`src/rtl/core/mhpq_pkg.sv`:
```
package mhpq_pkg;

    // Heap geometry
    localparam int CAPACITY     = 31;
    localparam int KEY_BITS     = 16;
    localparam int PAYLOAD_BITS = 32;

    // Slot index / entry count width; slot 0 of the store is never used
    localparam int IDX_W     = $clog2(CAPACITY + 1);
    localparam int MEM_DEPTH = CAPACITY + 1;

    // Fixed port field widths
    localparam int KIND_W   = 2;
    localparam int SLOT_W   = 5;
    localparam int STATUS_W = 3;
    localparam int COUNT_W  = 5;

    // Request kinds
    localparam logic [KIND_W-1:0] KIND_INSERT   = 2'd0;
    localparam logic [KIND_W-1:0] KIND_DECREASE = 2'd1;
    localparam logic [KIND_W-1:0] KIND_DELETE   = 2'd2;

    // Result status codes
    localparam logic [STATUS_W-1:0] ST_OK       = 3'd0;
    localparam logic [STATUS_W-1:0] ST_FULL     = 3'd1;
    localparam logic [STATUS_W-1:0] ST_EMPTY    = 3'd2;
    localparam logic [STATUS_W-1:0] ST_BAD_SLOT = 3'd3;
    localparam logic [STATUS_W-1:0] ST_INCREASE = 3'd4;

    typedef logic [IDX_W-1:0] t_idx;

    typedef struct packed {
        logic [KEY_BITS-1:0]     key;
        logic [PAYLOAD_BITS-1:0] payload;
    } t_entry;

    typedef struct packed {
        logic   en;
        t_idx   addr;
        t_entry data;
    } t_wr_req;

endpackage

```
`src/rtl/core/mhpq_store.sv`:
```
module mhpq_store (
    input  logic             i_clk,
    input  mhpq_pkg::t_wr_req i_wr,
    input  mhpq_pkg::t_idx   i_rd_addr_a,
    input  mhpq_pkg::t_idx   i_rd_addr_b,
    output mhpq_pkg::t_entry o_rd_a,
    output mhpq_pkg::t_entry o_rd_b,
    output mhpq_pkg::t_entry o_root
);
    import mhpq_pkg::*;

    // Heap array, one write port and two registered read ports
    t_entry r_mem [MEM_DEPTH];
    t_entry r_rd_a;
    t_entry r_rd_b;
    t_entry r_root;

    always_ff @(posedge i_clk) begin
        if (i_wr.en) begin
            r_mem[i_wr.addr] <= i_wr.data;
        end
        r_rd_a <= r_mem[i_rd_addr_a];
        r_rd_b <= r_mem[i_rd_addr_b];
    end

    // Mirror of slot 1 so the minimum is always on hand
    always_ff @(posedge i_clk) begin
        if (i_wr.en && i_wr.addr == t_idx'(1)) begin
            r_root <= i_wr.data;
        end
    end

    assign o_rd_a = r_rd_a;
    assign o_rd_b = r_rd_b;
    assign o_root = r_root;

endmodule

```
`src/rtl/core/min_heap_priority_queue.sv`:
```
// Binary min-heap priority queue with decrease-key, up to CAPACITY entries of key and
// payload held in a 1-based heap array in one synchronous RAM (two read ports, one
// write port, registered reads). A request is insert, decrease key at a slot, or
// delete minimum; every request yields exactly one result with status, the removed
// entry (delete only, else zero), the minimum after the request (zero when empty) and
// the entry count. Requests are taken one at a time: o_in_stall is high from the
// transfer until the result has been loaded into the output register, which can hold
// a result while the next request is already being worked on. Each tree level of a
// sift costs one RAM read round trip (sift-up reads the parent, sift-down reads both
// children in the same cycle), followed by the final write and the output load. No
// clearing pass is needed after reset: only slots up to the count are ever used, and
// the count resets to zero.
module min_heap_priority_queue (
    input  logic                            i_clk,
    input  logic                            i_rst_n,
    // request channel
    input  logic                            i_in_valid,
    output logic                            o_in_stall,
    input  logic [mhpq_pkg::KIND_W-1:0]     i_in_kind,
    input  logic [mhpq_pkg::KEY_BITS-1:0]   i_in_new_key,
    input  logic [mhpq_pkg::PAYLOAD_BITS-1:0] i_in_new_payload,
    input  logic [mhpq_pkg::SLOT_W-1:0]     i_in_slot_index,
    // result channel
    output logic                            o_out_valid,
    input  logic                            i_out_stall,
    output logic [mhpq_pkg::STATUS_W-1:0]   o_out_status,
    output logic [mhpq_pkg::KEY_BITS-1:0]   o_out_taken_key,
    output logic [mhpq_pkg::PAYLOAD_BITS-1:0] o_out_taken_payload,
    output logic [mhpq_pkg::KEY_BITS-1:0]   o_out_min_key,
    output logic [mhpq_pkg::PAYLOAD_BITS-1:0] o_out_min_payload,
    output logic [mhpq_pkg::COUNT_W-1:0]    o_out_count
);
    import mhpq_pkg::*;

    typedef enum logic [2:0] {
        S_IDLE,      // wait for a request
        S_DEC_CHK,   // stored key at slot is back, check for increase
        S_SU_CMP,    // sift-up: parent is back, compare and move
        S_DEL_LAST,  // delete: last entry is back, start sift-down
        S_SD_CMP,    // sift-down: both children back, compare and move
        S_PUT,       // drop the moving entry into the hole
        S_DONE       // load the output register
    } t_state;

    t_state                  r_state, n_state;
    t_idx                    r_count, n_count;
    t_idx                    r_pos, n_pos;      // hole position during a sift
    logic [KEY_BITS-1:0]     r_key, n_key;      // moving entry
    logic [PAYLOAD_BITS-1:0] r_pay, n_pay;
    logic [STATUS_W-1:0]     r_status, n_status;
    logic [KEY_BITS-1:0]     r_taken_key, n_taken_key;
    logic [PAYLOAD_BITS-1:0] r_taken_pay, n_taken_pay;

    logic                    r_out_valid;
    logic [STATUS_W-1:0]     r_out_status;
    logic [KEY_BITS-1:0]     r_out_taken_key;
    logic [PAYLOAD_BITS-1:0] r_out_taken_pay;
    logic [KEY_BITS-1:0]     r_out_min_key;
    logic [PAYLOAD_BITS-1:0] r_out_min_pay;
    logic [COUNT_W-1:0]      r_out_count;

    // store interface
    t_wr_req wr_req;
    t_idx    rd_addr_a;
    t_idx    rd_addr_b;
    t_entry  rd_a;
    t_entry  rd_b;
    t_entry  root;

    logic             in_xfer;
    logic             out_free;
    t_idx             ins_pos;
    logic             slot_bad;
    t_idx             slot_addr;
    t_idx             su_parent;
    t_idx             dl_n;
    logic [IDX_W:0]   sd_lc, sd_rc;
    logic             sd_has_r, sd_pick_r;
    t_entry           sd_child;
    t_idx             sd_cpos;
    logic [IDX_W:0]   sd_gl, sd_gr;

    assign o_in_stall = (r_state != S_IDLE);
    assign in_xfer    = i_in_valid && !o_in_stall;
    assign out_free   = !r_out_valid || !i_out_stall;

    assign ins_pos   = r_count + t_idx'(1);
    assign slot_bad  = (i_in_slot_index == '0) || (32'(i_in_slot_index) > 32'(r_count));
    assign slot_addr = t_idx'(i_in_slot_index);
    assign su_parent = r_pos >> 1;
    assign dl_n      = r_count - t_idx'(1);

    // sift-down child selection; right child wins on equal keys
    assign sd_lc     = {r_pos, 1'b0};
    assign sd_rc     = {r_pos, 1'b1};
    assign sd_has_r  = sd_rc <= {1'b0, r_count};
    assign sd_pick_r = sd_has_r && !(rd_a.key < rd_b.key);
    assign sd_child  = sd_pick_r ? rd_b : rd_a;
    assign sd_cpos   = sd_pick_r ? sd_rc[IDX_W-1:0] : sd_lc[IDX_W-1:0];
    assign sd_gl     = {sd_cpos, 1'b0};
    assign sd_gr     = {sd_cpos, 1'b1};

    always_comb begin
        n_state     = r_state;
        n_count     = r_count;
        n_pos       = r_pos;
        n_key       = r_key;
        n_pay       = r_pay;
        n_status    = r_status;
        n_taken_key = r_taken_key;
        n_taken_pay = r_taken_pay;
        rd_addr_a   = '0;
        rd_addr_b   = '0;
        wr_req      = '0;

        case (r_state)
            S_IDLE: begin
                if (in_xfer) begin
                    n_key       = i_in_new_key;
                    n_pay       = i_in_new_payload;
                    n_status    = ST_OK;
                    n_taken_key = '0;
                    n_taken_pay = '0;
                    n_state     = S_DONE;
                    case (i_in_kind)
                        KIND_INSERT: begin
                            if (r_count >= t_idx'(CAPACITY)) begin
                                n_status = ST_FULL;
                            end else begin
                                n_count = ins_pos;
                                n_pos   = ins_pos;
                                if (ins_pos == t_idx'(1)) begin
                                    n_state = S_PUT;
                                end else begin
                                    rd_addr_a = ins_pos >> 1;
                                    n_state   = S_SU_CMP;
                                end
                            end
                        end
                        KIND_DECREASE: begin
                            if (slot_bad) begin
                                n_status = ST_BAD_SLOT;
                            end else begin
                                n_pos     = slot_addr;
                                rd_addr_a = slot_addr;
                                n_state   = S_DEC_CHK;
                            end
                        end
                        KIND_DELETE: begin
                            if (r_count == '0) begin
                                n_status = ST_EMPTY;
                            end else begin
                                n_taken_key = root.key;
                                n_taken_pay = root.payload;
                                rd_addr_a   = r_count;
                                n_state     = S_DEL_LAST;
                            end
                        end
                        default: begin
                            // unused kind: no change, status ok
                        end
                    endcase
                end
            end
            S_DEC_CHK: begin
                if (rd_a.key < r_key) begin
                    n_status = ST_INCREASE;
                    n_state  = S_DONE;
                end else begin
                    n_pay = rd_a.payload;
                    if (r_pos == t_idx'(1)) begin
                        n_state = S_PUT;
                    end else begin
                        rd_addr_a = su_parent;
                        n_state   = S_SU_CMP;
                    end
                end
            end
            S_SU_CMP: begin
                if (r_key < rd_a.key) begin
                    // parent moves down into the hole
                    wr_req.en   = 1'b1;
                    wr_req.addr = r_pos;
                    wr_req.data = rd_a;
                    n_pos       = su_parent;
                    if (su_parent == t_idx'(1)) begin
                        n_state = S_PUT;
                    end else begin
                        rd_addr_a = su_parent >> 1;
                    end
                end else begin
                    wr_req.en   = 1'b1;
                    wr_req.addr = r_pos;
                    wr_req.data = '{key: r_key, payload: r_pay};
                    n_state     = S_DONE;
                end
            end
            S_DEL_LAST: begin
                n_key   = rd_a.key;
                n_pay   = rd_a.payload;
                n_count = dl_n;
                n_pos   = t_idx'(1);
                if (dl_n == '0) begin
                    n_state = S_DONE;
                end else if (dl_n == t_idx'(1)) begin
                    n_state = S_PUT;
                end else begin
                    rd_addr_a = t_idx'(2);
                    rd_addr_b = (dl_n >= t_idx'(3)) ? t_idx'(3) : '0;
                    n_state   = S_SD_CMP;
                end
            end
            S_SD_CMP: begin
                wr_req.en   = 1'b1;
                wr_req.addr = r_pos;
                if (r_key <= sd_child.key) begin
                    wr_req.data = '{key: r_key, payload: r_pay};
                    n_state     = S_DONE;
                end else begin
                    // smaller child moves up into the hole
                    wr_req.data = sd_child;
                    n_pos       = sd_cpos;
                    if (sd_gl > {1'b0, r_count}) begin
                        n_state = S_PUT;
                    end else begin
                        rd_addr_a = sd_gl[IDX_W-1:0];
                        rd_addr_b = (sd_gr <= {1'b0, r_count}) ? sd_gr[IDX_W-1:0] : '0;
                    end
                end
            end
            S_PUT: begin
                wr_req.en   = 1'b1;
                wr_req.addr = r_pos;
                wr_req.data = '{key: r_key, payload: r_pay};
                n_state     = S_DONE;
            end
            S_DONE: begin
                if (out_free) begin
                    n_state = S_IDLE;
                end
            end
            default: begin
                n_state = S_IDLE;
            end
        endcase
    end

    always_ff @(posedge i_clk) begin
        if (!i_rst_n) begin
            r_state     <= S_IDLE;
            r_count     <= '0;
            r_out_valid <= 1'b0;
        end else begin
            r_state <= n_state;
            r_count <= n_count;
            // load wins over drain; a drained register with nothing new goes empty
            if (r_state == S_DONE && out_free) begin
                r_out_valid <= 1'b1;
            end else if (!i_out_stall) begin
                r_out_valid <= 1'b0;
            end
        end
        r_pos       <= n_pos;
        r_key       <= n_key;
        r_pay       <= n_pay;
        r_status    <= n_status;
        r_taken_key <= n_taken_key;
        r_taken_pay <= n_taken_pay;
        if (r_state == S_DONE && out_free) begin
            r_out_status    <= r_status;
            r_out_taken_key <= r_taken_key;
            r_out_taken_pay <= r_taken_pay;
            r_out_min_key   <= (r_count != '0) ? root.key : '0;
            r_out_min_pay   <= (r_count != '0) ? root.payload : '0;
            r_out_count     <= COUNT_W'(r_count);
        end
    end

    mhpq_store u_store (
        .i_clk       (i_clk),
        .i_wr        (wr_req),
        .i_rd_addr_a (rd_addr_a),
        .i_rd_addr_b (rd_addr_b),
        .o_rd_a      (rd_a),
        .o_rd_b      (rd_b),
        .o_root      (root)
    );

    assign o_out_valid         = r_out_valid;
    assign o_out_status        = r_out_status;
    assign o_out_taken_key     = r_out_taken_key;
    assign o_out_taken_payload = r_out_taken_pay;
    assign o_out_min_key       = r_out_min_key;
    assign o_out_min_payload   = r_out_min_pay;
    assign o_out_count         = r_out_count;

endmodule

```
`config.mk`:
```
export PLATFORM = sky130hd
export DESIGN_NAME = min_heap_priority_queue
export DESIGN_NICKNAME = d
export VERILOG_FILES = /design/src/rtl/core/mhpq_pkg.sv /design/src/rtl/core/mhpq_store.sv /design/src/rtl/core/min_heap_priority_queue.sv
export SDC_FILE = /design/constraint.sdc
export NUM_CORES = 2
export LEC_CHECK = 0
export ABC_AREA = 1
export ABC_CLOCK_PERIOD_IN_PS = 7640
export BUFFER_PORTS_ARGS = -buffer_cell sky130_fd_sc_hd__buf_2
export CAP_MARGIN = 20
export CELL_PAD_IN_SITES_DETAIL_PLACEMENT = 0
export CELL_PAD_IN_SITES_GLOBAL_PLACEMENT = 1
export CORE_MARGIN = 10
export CORE_UTILIZATION = 49
export CTS_CLUSTER_DIAMETER = 200
export DETAILED_ROUTE_END_ITERATION = 10
export PLACE_DENSITY = 0.8
export REMOVE_ABC_BUFFERS = 1
export SLEW_MARGIN = 20
export SYNTH_ARGS = -nofsm -noshare
export SYNTH_HDL_FRONTEND = slang
export SYNTH_HIERARCHICAL = 1
export SYNTH_SLANG_ARGS = --single-unit
```
`constraint.sdc`:
```
create_clock -name i_clk -period 7.64 [get_ports i_clk]
set_input_delay 0.382 -clock i_clk [delete_from_list [all_inputs] [get_ports i_clk]]
set_output_delay 0.382 -clock i_clk [all_outputs]
set_load 0.05 [all_outputs]
```
==> qor.yml <==
status:
  status: "completed"
cts:
  clockBufferDepth: 3
  path_clk_slew_ps: 70
  cts_setup_buffers: 0
  clock_sink_count: 1897
  cts_max_level: 4
  numCtsBuffers: 202
  root_buffer: "clkbuf_16"
  cts_tree: "built"
  clk_latency_ps: 900
synthesis:
  synth.top_cell.area_share_pct: 57.7
  synth_area_um2: 93300
  ys_top_cells_by_area: "edfxtp_1, nand2_1, nand3_1"
  synth_async_sr_flop_share_pct: 0
  synth_cells: 10400
  ys_seq_elements: 1897
  yosys.area.top_type: "edfxtp_1"
  yosysSeqAreaShare_pct: 59.9
  yosys_most_used_dff: "edfxtp_1"
  netlist-cell-type-count: 45
  syn-mean-instance-area_um2: 8.97
  synth_edf_count: 1792
  yosys_warnings: 6
timing:
  tightest_slew_ps: 1220
  final_max_slew_viol_count: 0
  fin_skew_ps: 43.4
  finalSetupViolCount: 0
  max_slew_margin_pct: 18.8
  totalNegativeSetupSlack_ps: 0
  timing.final.ws_setup_ps: 1030
  finalHoldViolCount: 0
  rsz0062_at_grt: "no"
  max_freq_mhz: 151
  period_minus_slack_ps: 6610
  post-route-period-util_pct: 86.5
critical_path:
  critPathCaptureType: "flop"
  crit_family: "simple AND/OR/NAND/NOR gates"
  path_buf_inv: 4
  crit_path_frequent_cell: "nand2_1"
  worstPathMaxFanout: 62
  crit_path_start_kind: "flop"
  crit_path_top_delay_cell: "buf_4"
  crit_required_ps: 8390
  max_stage_delay_ps: 850
  critical_path_class: "reg -> reg"
  worstPathArrival_ps: 7360
floorplan:
  dieArea_um2: 208000
  rows: 160
  core-area_um2: 190000
  start_util_pct: 49.2
  top_level_ports: 165
  dieHeight_um: 456
  dieWidth_um: 456
flow_run:
  drv_cap: 0
global_route:
  grt_max_degree: 188
  grt_use_total_pct: 31.2
  grt_overflow_total: 0
  grt_pass1_vias: 75500
  grt_antenna_before_repair: 2
  grt_pass1_wl_mm: 492
detailed_routing:
  viasPerCell: 6.07
  routed_wirelength_mm: 338
  vias: 78900
  ant_nets: 0
  drcViolationCount: 0
  dr.pass1.iters: 6
  wl_per_cell_um: 26.0
  drt_iter0_markers: 11400
cells_and_area:
  drive_above_1_share_pct: 7.39
  stdcell_area_um2: 103000
  fin_nets: 10400
  syn2layout_area_growth_pct: 10.5
placement:
  place_hpwl_mm: 172
  placed_cell_area_um2: 95900
  pre_cts_ws_ps: 1250
  numPortBuffers: 164
  place_congestion: 0.889
power:
  seq_power_share_pct: 37.3
  vdd_drop_max_mv: 0.267
  p_leak_nw: 41.3
  pwr-share-comb_pct: 35.5
  powerDensity_nw_per_um2: 350
  clkPwrFrac_pct: 27.2
  p_int_mw: 22.0
  p_sw_mw: 14.1
  p_sw_share_pct: 39.1
min_path:
  hold_path_class: "in -> reg"
## cells in the final DEF, fill, tap and decap left out, drive strengths merged, types with 3 or more instances in the layout
cell	count
ha	69
clkinv	59
clkinvlp	5
nor3	10
o21a	3
clkbuf	299
buf	368
inv	216
o21ai	85
nand3	2397
o22ai	3
nor2	263
edfxtp	1792
dfxtp	105
a21oi	71
dlygate4sd3	52
o221ai	4
bufinv	12
o211ai	6
nand2	4639
nand4	12
## synth_stat cells (12+ instances only)
library cell and count:
nand3_1 2395, inv_1 192, a21oi_1 69, o21ai_0 69, buf_2 312, buf_6 73
nand2_1 4631, dfxtp_1 105, clkbuf_1 150, o21ai_1 16, ha_1 69, inv_2 15
edfxtp_1 1792, buf_1 71, nor2_1 255, buf_4 94, nand4_1 12
## state kept, by name (all words and copies together), names as in the netlist, 5 cells and up
| register | cells |
|---|---|
| u_store/r_mem | 1536 |
| u_store/o_rd_a | 48 |
| u_store/o_rd_b | 48 |
| u_store/o_root | 48 |
| o_out_min_payload | 32 |
| o_out_taken_payload | 32 |
| r_pay | 32 |
| r_taken_pay | 32 |
| o_out_min_key | 16 |
| o_out_taken_key | 16 |
| r_key | 16 |
| r_taken_key | 16 |
| o_out_count | 5 |
| r_count | 5 |
| r_pos | 5 |
## metal layers
metal	GRT usage [%]	routed length, µm	up-vias
met5	0	0	-
met4	14.2	16200	0
met3	5.50	38500	890
met2	49.8	153000	5054
met1	41.5	130000	38000
li1	-	-	34900
## worst paths after layout
kind                                                 to  slack (ps)               start  depth (start not counted)
worst max-delay path                 u_store/o_rd_a[22]        1030          r_count[2]                         28
worst min-delay path                           r_pos[2]          60  i_in_slot_index[2]                          5
worst max register to register       u_store/o_rd_a[22]        1030          r_count[2]                         28
worst min register to register  o_out_taken_payload[17]         410     r_taken_pay[17]                          0
## cell type report
type | instances | area, µm²
Clock inverter | 80 | 813
Tap cell | 2511 | 3140
Fill cell | 16800 | 86700
Multi-Input combinational cell | 7578 | 32900
Clock buffer | 299 | 5760
Antenna cell | 2 | 5.00
Timing Repair Buffer | 420 | 3600
Sequential cell | 1897 | 55900
Inverter | 212 | 880
## cells by family (layout without fill, tap and decap cells)
kind of cell / count (synthesis) / in the layout / share of synthesized area (%)
AOI/OAI and AO/OA: 183 / 183 / 1.08
buffers and inverters: 920 / 1011 / 5.20
xor gates and xnor gates: 2 / 2 / 0.0188
and+or+nand+nor: 7324 / 7324 / 32.8
adders and majority gates: 69 / 69 / 0.925
DFF: 1897 / 1897 / 59.9
other: 0 / 2 / 0
## repair_timing
item	CTS	global route
resized for setup	0	0
hold buffers	52	0
endpoints found under the hold margin	71	0
setup endpoints to repair	0	0
## worst min-delay path: stages
cell      delay [ps]
buf_2            110
nand2_1           70
o21ai_0          120
nand2_1           80
o211ai_1          80
## power groups by stage
stage                     clock (mW)  sequential (mW)  combinational, mW
final                           9.82             13.5               12.8
after global routing            10.3             13.5               14.0
after CTS                       9.92             13.5               12.6
after detailed placement           0             13.7               12.5
after global placement             0             13.7               12.4
after floorplan                    0             13.7               9.56
## stage by stage
stage	total power [mW]	hold WS, ps	util (%)	cells
after detailed placement	26.2	405	50.5	12600
after CTS	35.9	0.720	54.3	13000
after floorplan	23.3	400	-	9687
final	36.1	56.0	54.3	13000
after global placement	26.1	401	50.5	12600
after global routing	37.9	85.4	54.3	13000
No activity file was read; power rests on OpenSTA's default activity.
